[config.mk]
export PLATFORM = sky130hd
export DESIGN_NAME = packet_reassembly_sequence_checker_unit
export DESIGN_NICKNAME = d
export VERILOG_FILES = /design/src/rsc_pkg.sv /design/src/rsc_cfg_regs.sv /design/src/rsc_check.sv /design/src/packet_reassembly_sequence_checker_unit.sv
export SDC_FILE = /design/constraint.sdc
export NUM_CORES = 1
export LEC_CHECK = 0
export ABC_AREA = 1
export BUFFER_PORTS_ARGS = -buffer_cell sky130_fd_sc_hd__buf_2
export CELL_PAD_IN_SITES_DETAIL_PLACEMENT = 1
export CELL_PAD_IN_SITES_GLOBAL_PLACEMENT = 2
export CORE_MARGIN = 2
export CORE_UTILIZATION = 34
export DETAILED_ROUTE_END_ITERATION = 8
export HOLD_SLACK_MARGIN = 0.15
export PLACE_DENSITY = 0.78
export REMOVE_ABC_BUFFERS = 1
export SLEW_MARGIN = 20
export SYNTH_ARGS = -nofsm -noshare
export SYNTH_HDL_FRONTEND = slang
export SYNTH_SLANG_ARGS = --single-unit
[constraint.sdc]
create_clock -name clk -period 4.4 [get_ports clk]
set_clock_uncertainty 0.15 [all_clocks]
set_input_delay 0.66 -clock clk [delete_from_list [all_inputs] [get_ports clk]]
set_output_delay 0.66 -clock clk [all_outputs]
set_load 0.03 [all_outputs]
[src/rsc_pkg.sv]
// Shared types, status codes and constants for the packet reassembly sequence checker.
// No dependencies.
package rsc_pkg;

  localparam int unsigned BUF_W = 18;
  localparam int unsigned LEN_W = 16;
  localparam int unsigned OFF_W = 32;
  localparam int unsigned HDR_W = 32;

  localparam logic [BUF_W-1:0] MAX_BUFFER_BYTES = 18'h20000;
  localparam logic [BUF_W-1:0] BUFFER_LENGTH_RST = 18'h20000;
  localparam logic [LEN_W-1:0] MTU_RST = 16'd1400;

  localparam int unsigned IN_TDATA_W = 80;
  localparam int unsigned OUT_TDATA_W = 72;

  localparam logic [0:0] CFG_IDX_BUFFER_LENGTH = 1'b0;
  localparam logic [0:0] CFG_IDX_MTU = 1'b1;

  typedef enum logic [2:0] {
    ST_OK        = 3'd0,
    ST_RECV      = 3'd1,
    ST_TRUNC     = 3'd2,
    ST_SMALL     = 3'd3,
    ST_ORDER     = 3'd4,
    ST_FIRSTLAST = 3'd5,
    ST_HALTED    = 3'd6
  } status_t;

  typedef struct packed {
    logic [BUF_W-1:0] buffer_length;
    logic [LEN_W-1:0] mtu;
  } cfg_t;

  typedef struct packed {
    logic [HDR_W-1:0] header_word0;
    logic [OFF_W-1:0] offset_word;
    logic [LEN_W-1:0] payload_bytes;
    logic             recv_error;
  } item_t;

  typedef struct packed {
    status_t          status;
    logic             buffer_done;
    logic [BUF_W-1:0] buffer_bytes;
    logic             last_flag;
    logic [15:0]      data_id;
    logic [3:0]       version;
    logic [OFF_W-1:0] next_offset;
  } res_t;

endpackage

[src/rsc_cfg_regs.sv]
// Configuration register file: buffer length and mtu.
// Depends on rsc_pkg.
module rsc_cfg_regs
  import rsc_pkg::*;
(
  input  logic             clk,
  input  logic             rst_n,
  input  logic             cfg_valid,
  output logic             cfg_ready,
  input  logic [0:0]       cfg_index,
  input  logic [BUF_W-1:0] cfg_data,
  output cfg_t             cfg
);

  cfg_t cfg_r;

  assign cfg_ready = 1'b1;
  assign cfg       = cfg_r;

  always_ff @(posedge clk) begin
    if (!rst_n) begin
      cfg_r.buffer_length <= BUFFER_LENGTH_RST;
      cfg_r.mtu           <= MTU_RST;
    end else if (cfg_valid) begin
      case (cfg_index)
        CFG_IDX_BUFFER_LENGTH: cfg_r.buffer_length <= cfg_data;
        CFG_IDX_MTU:           cfg_r.mtu <= cfg_data[LEN_W-1:0];
        default: ;
      endcase
    end
  end

endmodule

[src/rsc_check.sv]
// Receive-error, sequence, space and first/last checks with the buffer tracking state.
// Depends on rsc_pkg.
module rsc_check
  import rsc_pkg::*;
(
  input  logic  clk,
  input  logic  rst_n,
  input  cfg_t  cfg,
  input  item_t item,
  input  logic  fire,
  output res_t  res
);

  logic [OFF_W-1:0] exp_r, exp_nxt;
  logic             vfr_r, vfr_nxt;
  logic             start_r, start_nxt;
  logic [LEN_W-1:0] maxp_r, maxp_nxt;
  logic [BUF_W-1:0] rem_r, rem_nxt;
  logic [BUF_W-1:0] gath_r, gath_nxt;
  logic             halted_r, halted_nxt;

  logic [BUF_W-1:0] blen_sat;
  logic [BUF_W-1:0] rem_cur;
  logic [BUF_W-1:0] gath_cur;
  logic [BUF_W-1:0] len_ext;
  logic [BUF_W-1:0] rem_left;
  logic [LEN_W-1:0] maxp_eff;
  logic             pkt_first;
  logic             pkt_last;
  logic             bad_fl;
  status_t          status;
  logic             done;

  assign pkt_first = item.header_word0[14];
  assign pkt_last  = item.header_word0[15];
  assign blen_sat  = (cfg.buffer_length > MAX_BUFFER_BYTES) ? MAX_BUFFER_BYTES
                                                            : cfg.buffer_length;
  assign rem_cur   = start_r ? blen_sat : rem_r;
  assign gath_cur  = start_r ? '0 : gath_r;
  assign len_ext   = {{(BUF_W-LEN_W){1'b0}}, item.payload_bytes};
  assign rem_left  = rem_cur - len_ext;
  assign maxp_eff  = start_r ? item.payload_bytes : maxp_r;
  assign bad_fl    = start_r ? (vfr_r && !pkt_first) : pkt_first;

  always_comb begin
    exp_nxt    = exp_r;
    vfr_nxt    = vfr_r;
    start_nxt  = start_r;
    maxp_nxt   = maxp_r;
    rem_nxt    = rem_r;
    gath_nxt   = gath_r;
    halted_nxt = halted_r;
    status     = ST_HALTED;
    done       = 1'b0;
    if (!halted_r) begin
      rem_nxt  = rem_cur;
      gath_nxt = gath_cur;
      if (start_r && (blen_sat < {{(BUF_W-LEN_W){1'b0}}, cfg.mtu})) begin
        halted_nxt = 1'b1;
        status     = ST_SMALL;
      end else if (item.recv_error) begin
        halted_nxt = 1'b1;
        status     = ST_RECV;
      end else if (len_ext > rem_cur) begin
        halted_nxt = 1'b1;
        status     = ST_TRUNC;
      end else begin
        rem_nxt  = rem_left;
        gath_nxt = gath_cur + len_ext;
        if (item.offset_word != exp_r) begin
          halted_nxt = 1'b1;
          status     = ST_ORDER;
        end else begin
          exp_nxt   = exp_r + OFF_W'(1);
          maxp_nxt  = maxp_eff;
          start_nxt = 1'b0;
          if (bad_fl) begin
            halted_nxt = 1'b1;
            status     = ST_FIRSTLAST;
          end else begin
            status = ST_OK;
            if (pkt_last || (rem_left < {{(BUF_W-LEN_W){1'b0}}, maxp_eff})) begin
              done      = 1'b1;
              start_nxt = 1'b1;
              vfr_nxt   = 1'b0;
            end
          end
        end
      end
    end
  end

  always_ff @(posedge clk) begin
    if (!rst_n) begin
      exp_r    <= '0;
      vfr_r    <= 1'b1;
      start_r  <= 1'b1;
      maxp_r   <= '0;
      rem_r    <= '0;
      gath_r   <= '0;
      halted_r <= 1'b0;
    end else if (fire) begin
      exp_r    <= exp_nxt;
      vfr_r    <= vfr_nxt;
      start_r  <= start_nxt;
      maxp_r   <= maxp_nxt;
      rem_r    <= rem_nxt;
      gath_r   <= gath_nxt;
      halted_r <= halted_nxt;
    end
  end

  always_comb begin
    res.status       = status;
    res.buffer_done  = done;
    res.buffer_bytes = gath_nxt;
    res.last_flag    = pkt_last;
    res.data_id      = item.header_word0[31:16];
    res.version      = item.header_word0[3:0];
    res.next_offset  = exp_nxt;
  end

endmodule

[src/packet_reassembly_sequence_checker_unit.sv]
// Top level of the packet reassembly sequence checker: input and result registers.
// Depends on rsc_pkg, rsc_cfg_regs and rsc_check.
//
// Usage:
//   in_*  : one received packet per transaction. tdata carries header word 0,
//           the offset word and the payload length; tuser carries the receive
//           error flag.
//   out_* : one result per packet, in order. tuser is the status code, tlast
//           marks the packet that completes a buffer.
//   cfg_* : register writes (0 buffer length, 1 mtu), always ready; write only
//           while no packet is in flight.
//   Path: a packet that is taken is held in the input register and checked
//   from there; its result is captured in the result register and presented
//   on out_*. Throughput is one packet per cycle while out_tready is high; the
//   check runs between the input register and the result register.
//   When out_tready is low the result holds; the input register still takes
//   one more packet if it is empty, then in_tready drops until the result is taken.
//   Reset: synchronous, active low. Clears both stages, the tracking state and
//   the halt, and restores buffer length 131072 and mtu 1400.
//   Any error halts the block; later packets report the halted status until
//   reset.
module packet_reassembly_sequence_checker_unit
  import rsc_pkg::*;
(
  input  logic                   clk,
  input  logic                   rst_n,
  input  logic                   in_tvalid,
  output logic                   in_tready,
  input  logic [IN_TDATA_W-1:0]  in_tdata,   // header_word0, offset_word, payload_bytes
  input  logic                   in_tuser,   // recv_error
  output logic                   out_tvalid,
  input  logic                   out_tready,
  output logic [OUT_TDATA_W-1:0] out_tdata,  // buffer_bytes, last_flag, data_id,
                                             // version, next_offset, zero pad
  output logic [2:0]             out_tuser,  // status
  output logic                   out_tlast,  // buffer_done
  input  logic                   cfg_valid,
  output logic                   cfg_ready,
  input  logic [0:0]             cfg_index,
  input  logic [BUF_W-1:0]       cfg_data
);

  cfg_t  cfg;
  item_t item_r;
  logic  in_valid_r;
  res_t  res;
  res_t  res_r;
  logic  out_valid_r;
  logic  advance;
  logic  fire;

  assign advance   = !out_valid_r || out_tready;
  assign fire      = in_valid_r && advance;
  assign in_tready = !in_valid_r || advance;

  rsc_cfg_regs u_cfg (
    .clk       (clk),
    .rst_n     (rst_n),
    .cfg_valid (cfg_valid),
    .cfg_ready (cfg_ready),
    .cfg_index (cfg_index),
    .cfg_data  (cfg_data),
    .cfg       (cfg)
  );

  rsc_check u_check (
    .clk   (clk),
    .rst_n (rst_n),
    .cfg   (cfg),
    .item  (item_r),
    .fire  (fire),
    .res   (res)
  );

  always_ff @(posedge clk) begin
    if (!rst_n) begin
      in_valid_r <= 1'b0;
    end else if (in_tready) begin
      in_valid_r <= in_tvalid;
    end
  end

  always_ff @(posedge clk) begin
    if (in_tvalid && in_tready) begin
      item_r.header_word0  <= in_tdata[31:0];
      item_r.offset_word   <= in_tdata[63:32];
      item_r.payload_bytes <= in_tdata[79:64];
      item_r.recv_error    <= in_tuser;
    end
  end

  always_ff @(posedge clk) begin
    if (!rst_n) begin
      out_valid_r <= 1'b0;
    end else if (advance) begin
      out_valid_r <= in_valid_r;
    end
  end

  always_ff @(posedge clk) begin
    if (fire) begin
      res_r <= res;
    end
  end

  assign out_tvalid = out_valid_r;
  assign out_tuser  = res_r.status;
  assign out_tlast  = res_r.buffer_done;
  assign out_tdata  = {1'b0, res_r.next_offset, res_r.version, res_r.data_id,
                       res_r.last_flag, res_r.buffer_bytes};

endmodule

Word-level counts from Yosys, hierarchy flattened
Cells that the tools add are included.

word-level totals
  flip-flop bits (word level) = 279
  output and inout port bits = 79

cells by class
  $add $sub $neg = 3
  order comparisons = 4
  eq/ne operators = 1
  muxes and demuxes = 30
  bitwise operators = 7
  reductions and logical operators = 17

operator list
  operator                 count
  $mux W18                 10
  $mux W32                 5
  $lt A18 B16 Y1           2
  $add A32 B1 Y32 const B  1
  $ne A32 B32 Y1           1
  $add A18 B16 Y18         1
  $gt A16 B18 Y1           1
  $gt A18 B18 Y1 const B   1
  $sub A18 B16 Y18         1
  $mux W16                 1
  $mux W3                  5
  $mux W1                  9
  $reduce_and A8 Y1        1
  $not A1 Y1               7
  $reduce_and A2 Y1        3
  $reduce_and A6 Y1        1
  $reduce_or A5 Y1         1
  $logic_and A1 B1 Y1      4
  $logic_not A1 Y1         3
  $logic_or A1 B1 Y1       3
  $reduce_or A2 Y1         1

Depth between registers and ports, before layout
  depth in word-level cells = 9
  gate-level depth with buffers = 34

Hierarchy
A second synthesis with hierarchy kept.

second synthesis, totals
  cells, all modules = 1857
  area, all modules = 15079.5 um2

modules (own cells, without submodules)
  module                                   times used  cells an instance  area each (um2)  sequential area each (um2)
  rsc_check                                1           1500               8902.3           1741.7
  packet_reassembly_sequence_checker_unit  1           171                4790.8           4724.5
  rsc_cfg_regs                             1           186                1386.3           680.7

Least setup slack after synthesis
OpenSTA, ideal clock, no wires.

  kind = input-to-reg
  from = input port out_tready
  to = register res_r, in the netlist out_tdata[0], enable pin
  setup time = 0.469 ns
  data arrival time = 3.232 ns
  data required time = 3.781 ns
  setup slack = 0.550 ns
  cell stages on the path = 5
  buffers on the path = 1
  cell sequence = inv_1 -> nand2_1 -> nand2_1 -> inv_1 -> clkbuf_1

on the way
  cells in the longest elaborated chain, start to end = 2

ends and longest elaborated chain
  what                  RTL line                                        text
  start, declared       packet_reassembly_sequence_checker_unit.sv:32   input logic out_tready,
  $logic_or A1 B1 Y1    packet_reassembly_sequence_checker_unit.sv:52   assign advance = !out_valid_r || out_tready;
  $logic_and A1 B1 Y1   packet_reassembly_sequence_checker_unit.sv:53   assign fire = in_valid_r && advance;
  via fire              packet_reassembly_sequence_checker_unit.sv:50   logic fire;
  end signal, assigned  packet_reassembly_sequence_checker_unit.sv:102  res_r <= res;
  end, declared         packet_reassembly_sequence_checker_unit.sv:47   res_t res_r;

The timed path passes the listed nets, and every way through them passes these cells.
A chain may end at the register's enable or synchronous reset.

Worst setup path in the final report
  from = register u_cfg.cfg_r, in the netlist u_cfg.cfg[22]
  to = register res_r, in the netlist out_tlast, data pin

on the way
  cells in the longest elaborated chain, start to end = 8
  elaborated cells between the ends (all ways) = 12
  those cells by class = add/sub (1); order compare (4); mux (4); reduce/logical (3)

ends and longest elaborated chain
  what                RTL line            text
  start, declared     rsc_cfg_regs.sv:15  cfg_t cfg_r;
  $gt A18 B18 Y1      rsc_check.sv:36     assign blen_sat = (cfg.buffer_length > MAX_BUFFER_BYTES) ? MAX_BUFFER_BYTES
  $mux W18 (*)        rsc_check.sv:36
  $mux W18            rsc_check.sv:38     assign rem_cur = start_r ? blen_sat : rem_r;
  $sub A18 B16 Y18    rsc_check.sv:41     assign rem_left = rem_cur - len_ext;
  $lt A18 B16 Y1      rsc_check.sv:82     if (pkt_last || (rem_left < {{(BUF_W-LEN_W){1'b0}}, maxp_eff})) begin
  $logic_or A1 B1 Y1  rsc_check.sv:82
  $mux W1             rsc_check.sv:82
  $mux W1             -

Mark *: on every way between the ends. The rest lies on a longest branch, timed or not.

==> out/qor.txt <==
Main synth FF type = edfxtp_1
Pre-CTS setup slack = -0.133 ns
Yosys reg bits = 269
Tcrit/Tclk final = 94.5%
Clock slew at reported path FFs = 0.06 ns
Slew HR = 51.1%
Number of iterations in the first detailed-routing pass = 4
Family with the most delay on the worst path = simple AND/OR/NAND/NOR gates
Post-synth EDFFs = 146
Post-Syn Area = 0.0143 mm2
TritonCTS Sinks = 269
Layout Cells excl Fill = 2,653
Buffer and inverter count on the worst path = 7
Post-synthesis sequential area ratio = 48.0%
Core Box Area = 0.0417 mm2
Unrepaired setup endpoints after global routing = true
Synth warnings = 0
Startpoint Class = flop
Cell taking the most area after synthesis = edfxtp_1
Worst EP required = 4.59 ns
Avg Inst Size Synth = 7.88 um2
First-pass GRT wire length = 70,600 um
Min cycle time layout = 4.16 ns
Die H = 209 um
Most common cell after layout, fill and taps aside = nand2_1
Post-DP Area = 0.0158 mm2
Post-route cell area = 0.0183 mm2
Fraction of layout cells with a size suffix above 1 = 18.6%
Max-capacitance violation count = 0
Vias in the first global route = 13,500
Filler Cell Count = 5,025
Leak = 8.51 nW
Antenna Nets Post-Route = 0
Synth top area share = 30.7%
Post-layout nets = 2,259
Starting Density = 34.2%
Peak Freq = 0.241 GHz
Critical path endpoint category = flop
Initial antenna violation count = 1
Arrival @ worst endpoint = 4.35 ns
CP max FO = 6
Pins Over Slew Limit = 0
Number of port buffers = 171
CTS Buffer Depth = 3
Min-delay worst type = input pin to flop
CP max-delay cell = dfxtp_1
Vias = 12,800
Post-DP HPWL = 31,500 um
Die Wd = 209 um
Final Routed Wirelength = 44,400 um
GRT overflow = 0
Worst-Margin Slew = 0.729 ns
Ant. Diodes = 0
Most common cell on crit path = nand2_1
DRC viols = 0
Asr flop ratio synth = 0%
Initial drt markers = 524
Slowest stage delay, CP = 0.33 ns
Vias per std cell = 4.82
Site Rows = 75
Clock H-tree levels = 1
Total CTS buffers = 31
CTS tree = built
Dominant cells by area after synthesis = edfxtp_1 (31%), dfxtp_1 (17%), nand2_1 (13%)
Root buf cell = clkbuf_16
PD cells = 363 mW/mm2
Layout area overhead = 28.5%
Cell variety after synth = 44
Final GP Congestion = 0.850
Setup CP Type = flop to flop
Pin count of the biggest net entering global routing = 69
Status = completed
Die ar. = 0.0436 mm2
Setup violations, final = 0
Global Route Usage Sum = 20.2%
Most frequent cells in the layout = nand2_1 (473), inv_1 (243), buf_2 (171)
Ports = 184
Final hold vios = 0
Wire length per cell = 16.7 um
# placed instances = 2,497
Skew-Pair Late Insertion Delay = 0.59 ns
Final setup margin = 0.242 ns
Cells after Synth = 1,810
Peak VDD IR = 0.345 mV
[worst min-delay path, delay by kind of cell]
family	cells	cell delay, ns
AO/OA/AOI/OAI	2	0.18
buffers and inverters	1	0.09
[per-layer routing]
layer / GRT usage (%) / up-vias / wire [um]
li1: - / 6428 / -
met1: 25.8 / 6095 / 19800
met2: 35.4 / 212 / 21700
met3: 3.23 / 62 / 1830
met4: 5.22 / 0 / 1090
met5: 0 / - / 0
[what timing repair did]
item                                    in CTS  in global routing
setup buffers                                0                 15
pin swaps                                    0                 35
endpoints found under the setup margin       3                  5
resized for setup                            2                 97
gates cloned                                 0                  2
endpoints found under the hold margin       84                  0
hold buffers                                81                  0
[cells in the mapped netlist, drive strengths merged (11+ instances only)]
library cell	count
dfxtp	123
ha	63
o211ai	11
nand4	25
edfxtp	146
nor2	143
a21oi	140
nand2	503
inv	265
xnor2	32
xor2	12
nand3	118
clkbuf	37
o21ai	119
buf	24
nor3	13
[path summary, 6_finish.rpt]
path / start / end / slack, ns / depth (start not counted)
setup / recovery: u_cfg.cfg[22] / out_tlast / 0.24 / 27
hold / removal: cfg_data[7] / u_cfg.cfg[7] / 0.22 / 3
setup reg to reg: u_cfg.cfg[22] / out_tlast / 0.24 / 27
hold reg to reg: item_r[49] / out_tdata[35] / 0.27 / 0
[flip-flops by register name, summed over array words and instances, names as in the netlist, 3 cells and up]
signal and flops:
item_r 71, out_tdata 71, u_cfg.cfg 34, u_check.exp_r 32, u_check.gath_r 18, u_check.rem_r 18, u_check.maxp_r 16, out_tuser 3
[where the power goes]
| part | switching (mW) | internal [mW] | total (mW) |
|---|---|---|---|
| Clock | 1.10 | 1.70 | 2.80 |
| Sequential | 0.0856 | 2.80 | 2.88 |
| Combinational | 0.604 | 0.359 | 0.963 |
| Total | 1.79 | 4.85 | 6.65 |
[cells by family (layout without fill, tap and decap cells)]
logic type,count (synthesis),in the layout,synth area share [%]
AO/OA/AOI/OAI,286,286,10.5
other,2,2,0.0527
AND/OR/NAND/NOR,816,818,23.9
buffers and inverters,328,630,8.97
XOR/XNOR,44,44,2.70
adder cells (fa/ha/maj),65,65,5.81
flip-flops,269,269,48.0
[through the flow]
step           power, mW  setup TNS, ns  util, %  hold slack (ns)
6_report            6.65              0     44.0            0.224
5_1_grt             6.95         -0.150     44.0            0.231
4_1_cts             6.67              0     42.6            0.181
3_5_place_dp        3.77         -0.203     38.0            0.256
3_3_place_gp        3.74              0     38.0            0.250
2_1_floorplan       3.44          -5.19        -            0.250
[area by class of cell]
| cell class | instances | area, um2 | share of cell area [%] |
|---|---|---|---|
| multi-input cells | 1215 | 6580 | 35.9 |
| well taps | 539 | 674 | 3.68 |
| flip-flops and latches | 269 | 6850 | 37.4 |
| clock inverters | 17 | 236 | 1.29 |
| clock buffers | 41 | 875 | 4.77 |
| repair buffers | 305 | 2110 | 11.5 |
| inverters | 267 | 1010 | 5.49 |
No activity file was read; power rests on OpenSTA's default activity.
